--- config.mk ---
export PLATFORM = sky130hd
export DESIGN_NAME = stepper_ramp_profile_generator_top
export DESIGN_NICKNAME = d
export VERILOG_FILES = /design/src/hdl/srpg_pkg.sv /design/src/hdl/stepper_ramp_profile_generator_top.sv /design/src/hdl/srpg_div.sv /design/src/hdl/srpg_dp.sv /design/src/hdl/srpg_ctrl.sv
export SDC_FILE = /design/constraint.sdc
export NUM_CORES = 2
export LEC_CHECK = 0
export BUFFER_PORTS_ARGS = -buffer_cell sky130_fd_sc_hd__buf_4
export CORE_MARGIN = 8
export CORE_UTILIZATION = 55
export CTS_CLUSTER_SIZE = 14
export DETAILED_ROUTE_END_ITERATION = 8
export PLACE_DENSITY = 0.78
export SLEW_MARGIN = 20
export SYNTH_ARGS = -nofsm -noshare
export SYNTH_HDL_FRONTEND = slang
export SYNTH_HIERARCHICAL = 1
export SYNTH_SLANG_ARGS = --single-unit
--- constraint.sdc ---
create_clock -name clk -period 17.1 [get_ports clk]
set_input_delay 1.71 -clock clk [delete_from_list [all_inputs] [get_ports clk]]
set_output_delay 1.71 -clock clk [all_outputs]
set_load 0.02 [all_outputs]
--- src/hdl/srpg_pkg.sv ---
`timescale 1ns / 1ps

package srpg_pkg;

	// Operation codes carried in tuser.
	localparam logic [2:0] OP_TICK    = 3'd0;
	localparam logic [2:0] OP_MOVE_AB = 3'd1;
	localparam logic [2:0] OP_MOVE_RL = 3'd2;
	localparam logic [2:0] OP_SET_POS = 3'd3;
	localparam logic [2:0] OP_STOP    = 3'd4;

	// Configuration register indexes.
	localparam logic [2:0] CFG_INIT_INTERVAL = 3'd0;
	localparam logic [2:0] CFG_MIN_INTERVAL  = 3'd1;
	localparam logic [2:0] CFG_ACCELERATION  = 3'd2;
	localparam logic [2:0] CFG_LOW_POSITION  = 3'd3;
	localparam logic [2:0] CFG_HIGH_POSITION = 3'd4;

	// Reset values of the configuration registers.
	localparam logic [31:0] RST_INIT_INTERVAL = 32'd244738048;
	localparam logic [31:0] RST_MIN_INTERVAL  = 32'd8533333;
	localparam logic [23:0] RST_ACCELERATION  = 24'd1;

	localparam logic signed [31:0] POS_MAX = 32'sh7FFFFFFF;
	localparam logic signed [31:0] POS_MIN = 32'sh80000000;

	// (1e6 * 256)^2: squared speed numerator for a Q24.8 interval.
	localparam logic [55:0] STOP_K = 56'hE8D4A510000000;

	// Divider geometry.
	localparam int DVD_W = 56;
	localparam int DVS_W = 33;

	// Datapath actions.
	typedef enum logic [3:0] {
		ACT_NONE,
		ACT_LOAD,
		ACT_TICK,
		ACT_SETPOS,
		ACT_CAND_ABS,
		ACT_CAND_REL,
		ACT_CAND_STOP,
		ACT_CLAMP,
		ACT_SD_TRIV,
		ACT_SD_SAT,
		ACT_RC_IDX,
		ACT_RC_INIT,
		ACT_RC_APPLY,
		ACT_OUT_LOAD
	} dp_act_t;

	// Divider operand selection.
	typedef enum logic [1:0] {
		DIV_K_C,
		DIV_Q_C,
		DIV_Q_2A,
		DIV_RAMP
	} div_sel_t;

	typedef struct packed {
		dp_act_t  act;
		logic     div_start;
		div_sel_t div_sel;
	} cmd_t;

	typedef struct packed {
		logic [2:0] op;
		logic       tick_due;
		logic       clamp_changed;
		logic       sd_trivial;
		logic       rc_stop;
		logic       idx_zero;
		logic       in_motion;
		logic       div_busy;
		logic       out_free;
	} status_t;

	// Saturate a 33-bit signed sum to 32 bits.
	function automatic logic signed [31:0] sat33(input logic signed [32:0] v);
		logic signed [31:0] r;
		if (v[32] != v[31]) begin
			r = v[32] ? POS_MIN : POS_MAX;
		end else begin
			r = v[31:0];
		end
		return r;
	endfunction

endpackage

--- src/hdl/stepper_ramp_profile_generator_top.sv ---
`timescale 1ns / 1ps

// Channel   Signals                          Contents (lowest bit up)
// s (in)    s_tvalid s_tready s_tdata s_tuser  tdata: position_value, encoder_position
//                                            tuser: operation
// m (out)   m_tvalid m_tready m_tdata          tdata: step_pulse, step_direction,
//                                            step_interval, running, distance_to_go
// cfg       cfg_we cfg_index cfg_data          register write, no read-back
//
// A tick that issues no step, a set-position and an idle stop go from decode straight to
// the finish state; a move that leaves the target unchanged passes the clamp state as well.
// A recompute runs up to four 56-step divisions on the shared one-bit-per-cycle divider, and
// a stop runs the stop-distance divisions twice. One item is worked on at a time; the next
// is accepted once the result sits in the output register, so a held output adds its stall
// to the item. Reset is asynchronous, active low, and needs no clearing pass.
module stepper_ramp_profile_generator_top (
	input  logic        clk,
	input  logic        arst_n,
	input  logic        s_tvalid,
	output logic        s_tready,
	input  logic [63:0] s_tdata,   // position_value[31:0], encoder_position[63:32]
	input  logic [2:0]  s_tuser,   // operation[2:0]
	output logic        m_tvalid,
	input  logic        m_tready,
	output logic [63:0] m_tdata,   // step_pulse[0], step_direction[1], step_interval[25:2],
	                               // running[26], distance_to_go[58:27], zero fill
	input  logic        cfg_we,
	input  logic [2:0]  cfg_index,
	input  logic [31:0] cfg_data
);

	srpg_pkg::cmd_t    cmd;
	srpg_pkg::status_t status;

	srpg_ctrl u_ctrl (
		.clk      (clk),
		.arst_n   (arst_n),
		.s_tvalid (s_tvalid),
		.s_tready (s_tready),
		.status   (status),
		.cmd      (cmd)
	);

	srpg_dp u_dp (
		.clk       (clk),
		.arst_n    (arst_n),
		.cmd       (cmd),
		.status    (status),
		.cfg_we    (cfg_we),
		.cfg_index (cfg_index),
		.cfg_data  (cfg_data),
		.s_tdata   (s_tdata),
		.s_tuser   (s_tuser),
		.m_tvalid  (m_tvalid),
		.m_tready  (m_tready),
		.m_tdata   (m_tdata)
	);

endmodule

--- src/hdl/srpg_div.sv ---
`timescale 1ns / 1ps

module srpg_div (
	input  logic                          clk,
	input  logic                          arst_n,
	input  logic                          start,
	input  logic [srpg_pkg::DVD_W-1:0]    dividend,
	input  logic [srpg_pkg::DVS_W-1:0]    divisor,
	output logic                          busy,
	output logic [srpg_pkg::DVD_W-1:0]    quotient
);

	localparam int CNT_W = $clog2(srpg_pkg::DVD_W);

	logic [srpg_pkg::DVD_W-1:0] quo_q;
	logic [srpg_pkg::DVS_W-1:0] rem_q;
	logic [srpg_pkg::DVS_W-1:0] dvs_q;
	logic [CNT_W-1:0]           cnt_q;
	logic                       busy_q;
	logic [srpg_pkg::DVS_W:0]   shifted;
	logic [srpg_pkg::DVS_W+1:0] diff;

	// One restoring step: shift in the next dividend bit and try a subtract.
	assign shifted = {rem_q, quo_q[srpg_pkg::DVD_W-1]};
	assign diff    = {1'b0, shifted} - {2'b00, dvs_q};

	// Control: count the steps of one division.
	always_ff @(posedge clk or negedge arst_n) begin
		if (!arst_n) begin
			busy_q <= 1'b0;
			cnt_q  <= '0;
		end else if (start) begin
			busy_q <= 1'b1;
			cnt_q  <= CNT_W'(srpg_pkg::DVD_W - 1);
		end else if (busy_q) begin
			if (cnt_q == '0) begin
				busy_q <= 1'b0;
			end
			cnt_q <= cnt_q - 1'b1;
		end
	end

	// Operands and partial results.
	always_ff @(posedge clk) begin
		if (start) begin
			quo_q <= dividend;
			rem_q <= '0;
			dvs_q <= divisor;
		end else if (busy_q) begin
			if (!diff[srpg_pkg::DVS_W+1]) begin
				rem_q <= diff[srpg_pkg::DVS_W-1:0];
				quo_q <= {quo_q[srpg_pkg::DVD_W-2:0], 1'b1};
			end else begin
				rem_q <= shifted[srpg_pkg::DVS_W-1:0];
				quo_q <= {quo_q[srpg_pkg::DVD_W-2:0], 1'b0};
			end
		end
	end

	assign busy     = busy_q;
	assign quotient = quo_q;

endmodule

--- src/hdl/srpg_dp.sv ---
`timescale 1ns / 1ps

module srpg_dp (
	input  logic                clk,
	input  logic                arst_n,
	input  srpg_pkg::cmd_t      cmd,
	output srpg_pkg::status_t   status,
	input  logic                cfg_we,
	input  logic [2:0]          cfg_index,
	input  logic [31:0]         cfg_data,
	input  logic [63:0]         s_tdata,
	input  logic [2:0]          s_tuser,
	output logic                m_tvalid,
	input  logic                m_tready,
	output logic [63:0]         m_tdata
);

	logic [31:0]        init_q, min_q;
	logic [23:0]        acc_q;
	logic signed [31:0] low_q, high_q;

	logic signed [31:0] target_q, current_q, idx_q;
	logic [31:0]        ramp_q, elapsed_q;
	logic [23:0]        issued_q;
	logic               cw_q, motion_q;

	logic [2:0]         op_q;
	logic signed [31:0] pv_q, enc_q, cand_q;
	logic [31:0]        sts_q;
	logic               pulse_q, pdir_q;
	logic               out_valid_q;
	logic [63:0]        out_data_q;

	logic                              div_busy;
	logic [srpg_pkg::DVD_W-1:0]        div_quo;
	logic [srpg_pkg::DVD_W-1:0]        div_dvd;
	logic [srpg_pkg::DVS_W-1:0]        div_dvs;

	logic signed [31:0] to_go, clamped, rel_sum, stop_cand, stop_off;
	logic [31:0]        abs_dist, e_inc, s_plus, c_new, c_lim;
	logic               want_cw, tick_due;
	logic [23:0]        a_eff;
	logic signed [34:0] d35, d_abs;
	logic [33:0]        c_sum;
	logic signed [31:0] idx_inc;

	// Distance to go, saturated, and its magnitude.
	assign to_go    = srpg_pkg::sat33({target_q[31], target_q} - {current_q[31], current_q});
	assign abs_dist = to_go[31] ? (~to_go + 32'd1) : to_go;
	assign want_cw  = !to_go[31] && (to_go != 32'sd0);

	// Tick: saturating counter and step due test.
	assign e_inc    = (elapsed_q == '1) ? elapsed_q : elapsed_q + 32'd1;
	assign tick_due = (issued_q != '0) && (e_inc >= {8'd0, issued_q});

	// Candidate targets and the position clamp.
	assign rel_sum   = srpg_pkg::sat33({current_q[31], current_q} + {pv_q[31], pv_q});
	assign s_plus    = (sts_q == 32'h7FFFFFFF) ? sts_q : sts_q + 32'd1;
	assign stop_off  = cw_q ? $signed(s_plus) : -$signed(s_plus);
	assign stop_cand = srpg_pkg::sat33({current_q[31], current_q} + {stop_off[31], stop_off});
	assign clamped   = (cand_q < low_q) ? low_q : ((cand_q < high_q) ? cand_q : high_q);

	// Divider operands.
	assign a_eff = (acc_q == '0) ? 24'd1 : acc_q;
	assign d35   = {idx_q[31], idx_q, 2'b01};
	assign d_abs = idx_q[31] ? -d35 : d35;

	always_comb begin
		unique case (cmd.div_sel)
			srpg_pkg::DIV_K_C: begin
				div_dvd = srpg_pkg::STOP_K;
				div_dvs = {1'b0, ramp_q};
			end
			srpg_pkg::DIV_Q_C: begin
				div_dvd = div_quo;
				div_dvs = {1'b0, ramp_q};
			end
			srpg_pkg::DIV_Q_2A: begin
				div_dvd = div_quo;
				div_dvs = {8'd0, a_eff, 1'b0};
			end
			default: begin
				div_dvd = {23'd0, ramp_q, 1'b0};
				div_dvs = d_abs[srpg_pkg::DVS_W-1:0];
			end
		endcase
	end

	srpg_div u_div (
		.clk      (clk),
		.arst_n   (arst_n),
		.start    (cmd.div_start),
		.dividend (div_dvd),
		.divisor  (div_dvs),
		.busy     (div_busy),
		.quotient (div_quo)
	);

	// Next interval from the quotient: step down while accelerating, up while braking.
	always_comb begin
		if (!idx_q[31]) begin
			c_sum = {2'b00, ramp_q} - {1'b0, div_quo[32:0]};
		end else begin
			c_sum = {2'b00, ramp_q} + {1'b0, div_quo[32:0]};
		end
		c_new = (c_sum[33:32] != 2'b00) ? 32'hFFFFFFFF : c_sum[31:0];
		c_lim = (c_new < min_q) ? min_q : c_new;
	end

	assign idx_inc = (idx_q == srpg_pkg::POS_MAX) ? idx_q : idx_q + 32'sd1;

	// Configuration registers.
	always_ff @(posedge clk or negedge arst_n) begin
		if (!arst_n) begin
			init_q <= srpg_pkg::RST_INIT_INTERVAL;
			min_q  <= srpg_pkg::RST_MIN_INTERVAL;
			acc_q  <= srpg_pkg::RST_ACCELERATION;
			low_q  <= srpg_pkg::POS_MIN;
			high_q <= srpg_pkg::POS_MAX;
		end else if (cfg_we) begin
			unique case (cfg_index)
				srpg_pkg::CFG_INIT_INTERVAL: init_q <= cfg_data;
				srpg_pkg::CFG_MIN_INTERVAL:  min_q  <= cfg_data;
				srpg_pkg::CFG_ACCELERATION:  acc_q  <= cfg_data[23:0];
				srpg_pkg::CFG_LOW_POSITION:  low_q  <= cfg_data;
				srpg_pkg::CFG_HIGH_POSITION: high_q <= cfg_data;
				default: ;
			endcase
		end
	end

	// Motion state, updated by the controller's actions.
	always_ff @(posedge clk or negedge arst_n) begin
		if (!arst_n) begin
			target_q  <= '0;
			current_q <= '0;
			idx_q     <= '0;
			ramp_q    <= '0;
			issued_q  <= '0;
			cw_q      <= 1'b0;
			elapsed_q <= '0;
			motion_q  <= 1'b0;
			pulse_q   <= 1'b0;
			pdir_q    <= 1'b0;
		end else begin
			case (cmd.act)
				srpg_pkg::ACT_LOAD: begin
					pulse_q <= 1'b0;
				end
				srpg_pkg::ACT_TICK: begin
					if (tick_due) begin
						pulse_q   <= 1'b1;
						pdir_q    <= cw_q;
						current_q <= enc_q;
						elapsed_q <= '0;
					end else begin
						elapsed_q <= e_inc;
					end
				end
				srpg_pkg::ACT_SETPOS: begin
					target_q  <= pv_q;
					current_q <= pv_q;
					idx_q     <= '0;
					issued_q  <= '0;
					motion_q  <= 1'b0;
				end
				srpg_pkg::ACT_CLAMP: begin
					target_q <= clamped;
				end
				srpg_pkg::ACT_RC_IDX: begin
					if (to_go == 32'sd0 && sts_q <= 32'd1) begin
						issued_q <= '0;
						motion_q <= 1'b0;
						idx_q    <= '0;
					end else if (to_go != 32'sd0) begin
						if (idx_q > 32'sd0) begin
							if (sts_q >= abs_dist || cw_q != want_cw) begin
								idx_q <= -$signed(sts_q);
							end
						end else if (idx_q < 32'sd0) begin
							if (sts_q < abs_dist && cw_q == want_cw) begin
								idx_q <= (idx_q == srpg_pkg::POS_MIN) ?
									srpg_pkg::POS_MAX : -idx_q;
							end
						end
					end
				end
				srpg_pkg::ACT_RC_INIT: begin
					ramp_q   <= init_q;
					cw_q     <= want_cw;
					idx_q    <= idx_inc;
					issued_q <= init_q[31:8];
					motion_q <= 1'b1;
				end
				srpg_pkg::ACT_RC_APPLY: begin
					ramp_q   <= c_lim;
					idx_q    <= idx_inc;
					issued_q <= c_lim[31:8];
					motion_q <= 1'b1;
				end
				default: ;
			endcase
		end
	end

	// Item operands, candidate target and stop distance.
	always_ff @(posedge clk) begin
		case (cmd.act)
			srpg_pkg::ACT_LOAD: begin
				op_q  <= s_tuser;
				pv_q  <= s_tdata[31:0];
				enc_q <= s_tdata[63:32];
			end
			srpg_pkg::ACT_CAND_ABS:  cand_q <= pv_q;
			srpg_pkg::ACT_CAND_REL:  cand_q <= rel_sum;
			srpg_pkg::ACT_CAND_STOP: cand_q <= stop_cand;
			srpg_pkg::ACT_SD_TRIV:   sts_q  <= motion_q ? 32'h7FFFFFFF : 32'd0;
			srpg_pkg::ACT_SD_SAT: begin
				sts_q <= (div_quo[srpg_pkg::DVD_W-1:31] != '0) ? 32'h7FFFFFFF :
					{1'b0, div_quo[30:0]};
			end
			default: ;
		endcase
	end

	// Output register: holds one result transaction until taken.
	always_ff @(posedge clk or negedge arst_n) begin
		if (!arst_n) begin
			out_valid_q <= 1'b0;
		end else if (cmd.act == srpg_pkg::ACT_OUT_LOAD) begin
			out_valid_q <= 1'b1;
		end else if (m_tready) begin
			out_valid_q <= 1'b0;
		end
	end

	always_ff @(posedge clk) begin
		if (cmd.act == srpg_pkg::ACT_OUT_LOAD) begin
			out_data_q <= {5'd0, to_go,
				(motion_q || target_q != current_q),
				issued_q,
				(pulse_q ? pdir_q : cw_q),
				pulse_q};
		end
	end

	assign m_tvalid = out_valid_q;
	assign m_tdata  = out_data_q;

	// Status back to the controller.
	always_comb begin
		status.op            = op_q;
		status.tick_due      = tick_due;
		status.clamp_changed = (target_q != clamped);
		status.sd_trivial    = !motion_q || (ramp_q == '0);
		status.rc_stop       = (to_go == 32'sd0) && (sts_q <= 32'd1);
		status.idx_zero      = (idx_q == 32'sd0);
		status.in_motion     = motion_q;
		status.div_busy      = div_busy;
		status.out_free      = !out_valid_q || m_tready;
	end

`ifndef ASSERT_OFF
	// While moving, the issued interval is always the whole part of the ramp interval.
	a_issued_tracks: assert property (@(posedge clk) disable iff (!arst_n)
		motion_q |-> (issued_q == ramp_q[31:8]))
		else $error("issued interval out of step with ramp interval");
`endif

endmodule

--- src/hdl/srpg_ctrl.sv ---
`timescale 1ns / 1ps

module srpg_ctrl (
	input  logic                clk,
	input  logic                arst_n,
	input  logic                s_tvalid,
	output logic                s_tready,
	input  srpg_pkg::status_t   status,
	output srpg_pkg::cmd_t      cmd
);

	typedef enum logic [11:0] {
		ST_IDLE    = 12'b000000000001,
		ST_DECODE  = 12'b000000000010,
		ST_CLAMP   = 12'b000000000100,
		ST_STOPADD = 12'b000000001000,
		ST_SD_CHK  = 12'b000000010000,
		ST_SD1W    = 12'b000000100000,
		ST_SD2W    = 12'b000001000000,
		ST_SD3W    = 12'b000010000000,
		ST_RC_IDX  = 12'b000100000000,
		ST_RC_INT  = 12'b001000000000,
		ST_RC_WAIT = 12'b010000000000,
		ST_FINISH  = 12'b100000000000
	} state_t;

	state_t state_q, state_d;
	logic   stop_q, stop_d;

	// Next state and datapath command.
	always_comb begin
		state_d       = state_q;
		stop_d        = stop_q;
		cmd.act       = srpg_pkg::ACT_NONE;
		cmd.div_start = 1'b0;
		cmd.div_sel   = srpg_pkg::DIV_K_C;
		s_tready      = 1'b0;
		unique case (state_q)
			ST_IDLE: begin
				s_tready = 1'b1;
				if (s_tvalid) begin
					cmd.act = srpg_pkg::ACT_LOAD;
					state_d = ST_DECODE;
				end
			end
			ST_DECODE: begin
				stop_d = 1'b0;
				unique case (status.op)
					srpg_pkg::OP_TICK: begin
						cmd.act = srpg_pkg::ACT_TICK;
						state_d = status.tick_due ? ST_SD_CHK : ST_FINISH;
					end
					srpg_pkg::OP_MOVE_AB: begin
						cmd.act = srpg_pkg::ACT_CAND_ABS;
						state_d = ST_CLAMP;
					end
					srpg_pkg::OP_MOVE_RL: begin
						cmd.act = srpg_pkg::ACT_CAND_REL;
						state_d = ST_CLAMP;
					end
					srpg_pkg::OP_SET_POS: begin
						cmd.act = srpg_pkg::ACT_SETPOS;
						state_d = ST_FINISH;
					end
					srpg_pkg::OP_STOP: begin
						if (status.in_motion) begin
							stop_d  = 1'b1;
							state_d = ST_SD_CHK;
						end else begin
							state_d = ST_FINISH;
						end
					end
					default: state_d = ST_FINISH;
				endcase
			end
			ST_STOPADD: begin
				cmd.act = srpg_pkg::ACT_CAND_STOP;
				stop_d  = 1'b0;
				state_d = ST_CLAMP;
			end
			ST_CLAMP: begin
				cmd.act = srpg_pkg::ACT_CLAMP;
				state_d = status.clamp_changed ? ST_SD_CHK : ST_FINISH;
			end
			ST_SD_CHK: begin
				if (status.sd_trivial) begin
					cmd.act = srpg_pkg::ACT_SD_TRIV;
					state_d = stop_q ? ST_STOPADD : ST_RC_IDX;
				end else begin
					cmd.div_start = 1'b1;
					cmd.div_sel   = srpg_pkg::DIV_K_C;
					state_d       = ST_SD1W;
				end
			end
			ST_SD1W: begin
				if (!status.div_busy) begin
					cmd.div_start = 1'b1;
					cmd.div_sel   = srpg_pkg::DIV_Q_C;
					state_d       = ST_SD2W;
				end
			end
			ST_SD2W: begin
				if (!status.div_busy) begin
					cmd.div_start = 1'b1;
					cmd.div_sel   = srpg_pkg::DIV_Q_2A;
					state_d       = ST_SD3W;
				end
			end
			ST_SD3W: begin
				if (!status.div_busy) begin
					cmd.act = srpg_pkg::ACT_SD_SAT;
					state_d = stop_q ? ST_STOPADD : ST_RC_IDX;
				end
			end
			ST_RC_IDX: begin
				cmd.act = srpg_pkg::ACT_RC_IDX;
				state_d = status.rc_stop ? ST_FINISH : ST_RC_INT;
			end
			ST_RC_INT: begin
				if (status.idx_zero) begin
					cmd.act = srpg_pkg::ACT_RC_INIT;
					state_d = ST_FINISH;
				end else begin
					cmd.div_start = 1'b1;
					cmd.div_sel   = srpg_pkg::DIV_RAMP;
					state_d       = ST_RC_WAIT;
				end
			end
			ST_RC_WAIT: begin
				cmd.div_sel = srpg_pkg::DIV_RAMP;
				if (!status.div_busy) begin
					cmd.act = srpg_pkg::ACT_RC_APPLY;
					state_d = ST_FINISH;
				end
			end
			ST_FINISH: begin
				if (status.out_free) begin
					cmd.act = srpg_pkg::ACT_OUT_LOAD;
					state_d = ST_IDLE;
				end
			end
			default: state_d = ST_IDLE;
		endcase
	end

	// State register.
	always_ff @(posedge clk or negedge arst_n) begin
		if (!arst_n) begin
			state_q <= ST_IDLE;
			stop_q  <= 1'b0;
		end else begin
			state_q <= state_d;
			stop_q  <= stop_d;
		end
	end

`ifndef ASSERT_OFF
	// The shared divider is never restarted mid-division.
	a_div_free: assert property (@(posedge clk) disable iff (!arst_n)
		cmd.div_start |-> !status.div_busy)
		else $error("divider started while busy");

	// A result is only written into a free output register.
	a_out_free: assert property (@(posedge clk) disable iff (!arst_n)
		(cmd.act == srpg_pkg::ACT_OUT_LOAD) |-> status.out_free)
		else $error("result written over a pending transaction");

	// Every accepted item leads to the decode state next.
	a_accept_decode: assert property (@(posedge clk) disable iff (!arst_n)
		(s_tvalid && s_tready) |=> (state_q == ST_DECODE))
		else $error("accepted item not decoded");
`endif

endmodule

After elaboration in Yosys (flattened, before gate mapping)
Index checks and enable logic that the tools add are counted.
- word-level logic and storage cells: 253
- input bits: 107
- register bits: 673
- output and inout port bits: 66
- equal/unequal tests: 60
- $add $sub $neg: 15
- reduce and logical (&&, ||, !) cells: 51
- multiplexer cells: 88
- order comparisons: 9
- bitwise gates (word level): 1
- operator list (cell ; count):
    $mux 32 ; 24
    $pmux 32 s2 ; 4
    $pmux 32 s3 ; 2
    $mux 12 ; 12
    $pmux 12 s12 ; 1
    $lt 32x32->1 ; 4
    $mux 56 ; 2
    $pmux 56 s2 ; 1
    $add 32x1->32 const B ; 3
    $eq 32x32->1 const B ; 3
    $logic_not 32->1 ; 3
    $neg 32->32 ; 3
    $pmux 24 s4 ; 1
    $add 32x32->33 ; 2
    $mux 33 ; 2
    $pmux 33 s2 ; 1
    $ne 32x32->1 ; 2
    $mux 31 ; 2
    $mux 24 ; 2
    $pmux 4 s10 ; 1
    $pmux 12 s3 ; 1
    $sub 34x33->35 ; 1
    $add 32x33->34 ; 1
    $mux 34 ; 1
    other kinds (66) ; 145

Logic depth before layout (Yosys ltp)
- depth after elaboration: 14
- depth in mapped cells: 41
- mapped depth without buffers: 37

Hierarchy
Netlist, hierarchy kept.
- by module, submodules not included (module ; times used ; cells each ; sequential area each (um^2) ; area each (um^2)):
    srpg_dp ; 1 ; 4706 ; 14274.9 ; 41131.9
    srpg_div ; 1 ; 634 ; 3508.4 ; 6957.9
    srpg_ctrl ; 1 ; 140 ; 326.6 ; 1196.1

Worst setup path after synthesis
No wires, ideal clock.
- path kind: register to register
- start point: register u_dp.target_q[4]
- end point: register u_dp.idx_q[6]
- stages on the path, launching flop included: 40
- library setup time: 0.142 ns
- required time: 16.958 ns
- slack: 8.319 ns
- clock period less this slack: 8.781 ns
- data arrival time: 8.638 ns
- buffers on the path: 7
- path through: dfrtp_1 > ha_1 > or3_1 > a21oi_2 > a21o_4 > o211ai_2 > a41oi_1 > o21bai_1 > a21oi_1 > xnor2_1 > ha_1 > clkbuf_1 > clkbuf_1 > clkbuf_1 > clkbuf_1 > clkbuf_1 > o21ai_0 > ha_1 > (+4 left out) > nand3_2 > or2_1 > buf_2 > o21ai_0 > xor2_1 > ha_1 > nand3_1 > or2_2 > nor4_1 > o221ai_1 > o211ai_1 > nor3b_1 > or3_4 > a211oi_4 > mux2_4 > a21oi_2 > buf_2 > o221ai_1
- longest elaborated chain between the ends: 10
- elaborated cells between the ends (all ways): 25
- classes of those cells: add/sub (2); order compare (2); eq/ne (7); mux (5); bitwise (1); reduce/logical (8)
- ends and longest elaborated chain (what ; RTL line ; source):
    start: declaration ; srpg_dp.sv:22 ; logic signed [31:0] target_q, current_q, idx_q;
    start signal: assignment ; srpg_dp.sv:161 ; target_q <= pv_q;
    start signal: assignment ; srpg_dp.sv:168 ; target_q <= clamped;
    $sub 32x32->33 (*) ; srpg_dp.sv:48 ; assign to_go = srpg_pkg::sat33({target_q[31], target_q} - {current_q[31], current_q});
    $mux 32 / $ne 1x1->1 (equally long branches) ; srpg_pkg.sv:82, srpg_pkg.sv:81 ;
    $mux 32 (*) ; srpg_pkg.sv:81 ; if (v[32] != v[31]) begin
    $not 32->32 ; srpg_dp.sv:49 ; assign abs_dist = to_go[31] ? (~to_go + 32'd1) : to_go;
    $add 32x1->32 ; srpg_dp.sv:49 ;
    $mux 32 ; srpg_dp.sv:49 ;
    $ge 32x32->1 / $lt 32x32->1 (equally long branches) ; srpg_dp.sv:177, srpg_dp.sv:181 ;
    $logic_or 1x1->1 / $logic_and 1x1->1 (equally long branches) ; srpg_dp.sv:177, srpg_dp.sv:181 ;
    $ne 4x4->1 (no line) / $ne 4x2->1 (equally long branches) ; -- ;
    $reduce_and 6->1 (no line) ; -- ;
    end signal: assignment ; srpg_dp.sv:178 ; idx_q <= -$signed(sts_q);
    end signal: assignment ; srpg_dp.sv:182 ; idx_q <= (idx_q == srpg_pkg::POS_MIN) ?
    end signal: assignment ; srpg_dp.sv:191 ; idx_q <= idx_inc;
    end: declaration ; srpg_dp.sv:22 ;
Mark *: on every way between the ends. The rest lies on a longest branch, timed or not.
A chain may end at the register's enable or synchronous reset.

Worst setup path after layout
- start point: register u_dp.target_q[16]
- end point: register u_dp.idx_q[31]
- longest elaborated chain between the ends: 10
- elaborated cells between the ends (all ways): 25
- classes of those cells: add/sub (2); order compare (2); eq/ne (7); mux (5); bitwise (1); reduce/logical (8)
- ends and longest elaborated chain (what ; RTL line ; source):
    $sub 32x32->33 (*) ; srpg_dp.sv:48 ;
    $mux 32 / $ne 1x1->1 (equally long branches) ; srpg_pkg.sv:82, srpg_pkg.sv:81 ;
    $mux 32 (*) ; srpg_pkg.sv:81 ;
    $not 32->32 ; srpg_dp.sv:49 ;
    $add 32x1->32 ; srpg_dp.sv:49 ;
    $mux 32 (*) ; srpg_dp.sv:49 ;
    via u_dp.abs_dist[0] ; srpg_dp.sv:40 ; logic [31:0] abs_dist, e_inc, s_plus, c_new, c_lim;
    $ge 32x32->1 / $lt 32x32->1 (equally long branches) ; srpg_dp.sv:177, srpg_dp.sv:181 ;
    $logic_or 1x1->1 / $logic_and 1x1->1 (equally long branches) ; srpg_dp.sv:177, srpg_dp.sv:181 ;
    $ne 4x4->1 (no line) / $ne 4x2->1 (equally long branches) ; -- ;
    $reduce_and 6->1 (no line) (*) ; -- ;
Mark *: on every way through the listed nets, which the timed path passes. The rest lies on a longest branch.

==> metrics.yaml <==
layout:
  drive_gt1_share_pct: 12.1
  layout.nets: 5924
  final_common_cell: "nand2_1"
  synthToLayoutAreaGrowth_pct: 9.73
  mostFrequentLayoutCells: "nand2_1, o21ai_0, nor2_1, ha_1, a21oi_1"
  finish.instance_area_mm2: 0.0541
timing:
  finalCritPeriodShare_pct: 62.9
  worst_slew_pin_slew_ns: 1.16
  finalHoldViolCount: 0
  rsz0062_at_grt: "false"
  finalWorstSetupSlack_ns: 6.34
  fin_worst_skew_ns: 0.0353
  timing.fmax_mhz: 92.9
  slew_headroom_pct: 22.0
  fin_crit_ns: 10.76
  setup_viol: 0
  slew_viol_final: 0
  fin_tns_setup_ns: 0
worst_setup_path:
  cp.required_ns: 17.60
  critPathKind: "register to register"
  cp_slowest_cell: "a41oi_1"
  cp-end-kind: "register"
  start_kind: "register"
  cp_max_fo: 45
  worstPathArrival_ns: 11.26
  worst_path_most_repeated_cell: "ha_1"
  slowest_delay_ns: 0.55
floorplanning:
  start_util_pct: 55.6
  die_x_um: 315
  core-area_mm2: 0.0886
  dieArea_mm2: 0.0994
  num_io_pins: 173
  fp-row-count: 109
  fp.dieH_um: 315
clocking:
  cts_tree: "done"
  hold_buffers: 0
  cts_sinks: 672
  postCtsSetupRepairBufs: 0
  cts-root-buf: "clkbuf_16"
  cts_buffer_depth: 3
  cts_buffers: 76
  cts_max_level: 3
  post_cts_resized: 0
  path_clk_slew_ns: 0.06
  clkLatencyLatePin_ns: 0.67
synthesis:
  ys.flop_type: "dfrtp_1"
  ys_types: 126
  synth_cells: 5480
  synth_top_area_cell: "edfxtp_1"
  yosys_warnings: 6
  synth_top_area_share_pct: 16.9
  synth_edf_count: 278
  synth.ff_latch_count: 672
  synthArstFlopShare_pct: 53.7
  synthTopCellsByArea: "edfxtp_1, dfrtp_1, ha_1"
  syn_area_per_cell_um2: 8.99
  synth.cell_area_mm2: 0.0493
  ys_seq_area_share_pct: 36.7
run:
  maxCapViolCount: 0
pwr:
  comb_power_share_pct: 65.3
  p_leak_nw: 22.8
  ir_worst_vdd_mv: 0.377
  p_seq_share_pct: 20.9
  p_sw_w: 0.00651
  p_int_w: 0.00607
  pwr-share-clk_pct: 13.9
  power.density_mw_per_mm2: 233
  p_sw_share_pct: 51.7
detailed_routing:
  drt-wirelength-per-cell_um: 26.4
  wl_um: 177000
  drc: 0
  drtIter0Drc: 6088
  vias: 44300
  drt_first_pass_iters: 6
  via_per_inst: 6.60
  postRouteAntennaNets: 0
grt:
  grtUsageTotal_pct: 34.6
  grt_max_degree: 80
  grt-ovfl-total: 0
  grt_pass1_vias: 41500
  antenna_found_initial: 11
  grt_pass1_wl_um: 263000
place:
  dp_hpwl_um: 134000
  post-place-ws_ns: 6.60
  placed_area_mm2: 0.0514
  gp_congestion: 1.01
  io_buffers: 167
min_path:
  hp-class: "register to register"
outcome:
  status: "completed"
==> per-stage QoR <==
step	hold WS (ns)	total power [W]	utilization (%)	cells
2_1_floorplan	0.431	0.00812	-	5484
3_3_place_gp	0.462	0.0105	58.0	6569
3_5_place_dp	0.466	0.0105	58.0	6570
4_1_cts	0.487	0.0123	61.0	6711
5_1_grt	0.513	0.0133	61.0	6711
6_report	0.487	0.0126	61.0	6716
==> cell usage after synthesis, drive strengths merged, types with 25 or more instances <==
cell type and instances:
nand4 81, nand2b 44, o21a 72, dfstp 54, clkbuf 238, nor2b 47
a22oi 46, dfxtp 33, ha 329, mux2i 85, a31oi 42, a311oi 25
o22ai 52, dfrtp 307, nor3 108, xnor2 256, o31ai 27, a21o 164
nor2 338, buf 72, o21ai 394, inv 314, xor2 155, edfxtp 278
nand2 608, and2 37, o21bai 27, a221oi 37, a21oi 332, o211ai 98
mux2 154, nand3 130, a22o 42, a211oi 38, or3 31, nor4 75
and3 50
==> registers in the layout (all words and copies together) (netlist names), 33 cells and up <==
signal               count
u_dp/u_div/quotient     56
u_dp/u_div/rem_q        33
u_dp/u_div/dvs_q        33
u_dp/m_tdata            59
==> worst max-delay path: cells and delay by family (launching register included) <==
kind | cells | cell delay, ns
AND/OR/NAND/NOR | 10 | 2.77
flip-flops | 1 | 0.41
buffers and inverters | 4 | 1.24
adder cells (fa/ha/maj) | 4 | 1.20
XOR/XNOR | 2 | 0.21
AO/OA/AOI/OAI | 17 | 4.31
multiplexers | 1 | 0.41
==> cell families (layout without fill, tap and decap cells) <==
family	Yosys count	in the layout	synth area share, %
XOR/XNOR	411	411	7.30
adder cells (fa/ha/maj)	334	334	8.56
flip-flops	672	672	36.7
buffers and inverters	625	687	5.07
multiplexers	239	239	5.30
other	1	10	0.00761
AO/OA/AOI/OAI	1561	1561	21.0
AND/OR/NAND/NOR	1637	1637	16.0
==> worst paths after layout <==
kind / start / to / slack, ns / cells past startpoint
max: u_dp/target_q[16]$_DFFE_PN0P_ / u_dp/idx_q[31]$_DFFE_PN0P_ / 6.34 / 38
min: u_dp/u_div/rem_q[32]$_SDFFE_PP0P_ / u_dp/u_div/rem_q[32]$_SDFFE_PP0P_ / 0.49 / 2
max reg2reg: u_dp/target_q[16]$_DFFE_PN0P_ / u_dp/idx_q[31]$_DFFE_PN0P_ / 6.34 / 38
min reg2reg: u_dp/u_div/rem_q[32]$_SDFFE_PP0P_ / u_dp/u_div/rem_q[32]$_SDFFE_PP0P_ / 0.49 / 2
max in group asynchronous: arst_n / u_dp/u_div/busy$_DFF_PN0_ / 13.46 / 4
min in group asynchronous: arst_n / u_dp/target_q[16]$_DFFE_PN0P_ / 1.03 / 1
==> final cells by class <==
cell class | count | area [um2]
antenna | 5 | 12.5
clock buffer | 108 | 2170
clock inverter | 33 | 458
fill | 7727 | 34600
inverter | 315 | 1180
multi-input combinational | 4187 | 28900
sequential | 672 | 18100
tap | 1165 | 1460
timing repair buffer | 231 | 1760
==> layer usage <==
| layer | vias to the layer above | wire length, um | global-route usage (%) |
|---|---|---|---|
| li1 | 20000 | - | - |
| met1 | 21400 | 72600 | 47.2 |
| met2 | 2440 | 76400 | 52.3 |
| met3 | 452 | 18400 | 7.65 |
| met4 | 4 | 10100 | 16.4 |
| met5 | - | 26 | 0 |
==> power groups by stage <==
stage	logic [W]	clock network (W)	registers (W)
after CTS	0.00796	0.00177	0.00260
after global routing	0.00880	0.00182	0.00264
final	0.00821	0.00174	0.00262
after floorplan	0.00574	0	0.00238
after global placement	0.00791	0	0.00261
after detailed placement	0.00791	0	0.00263
No activity file was read; power rests on OpenSTA's default activity.
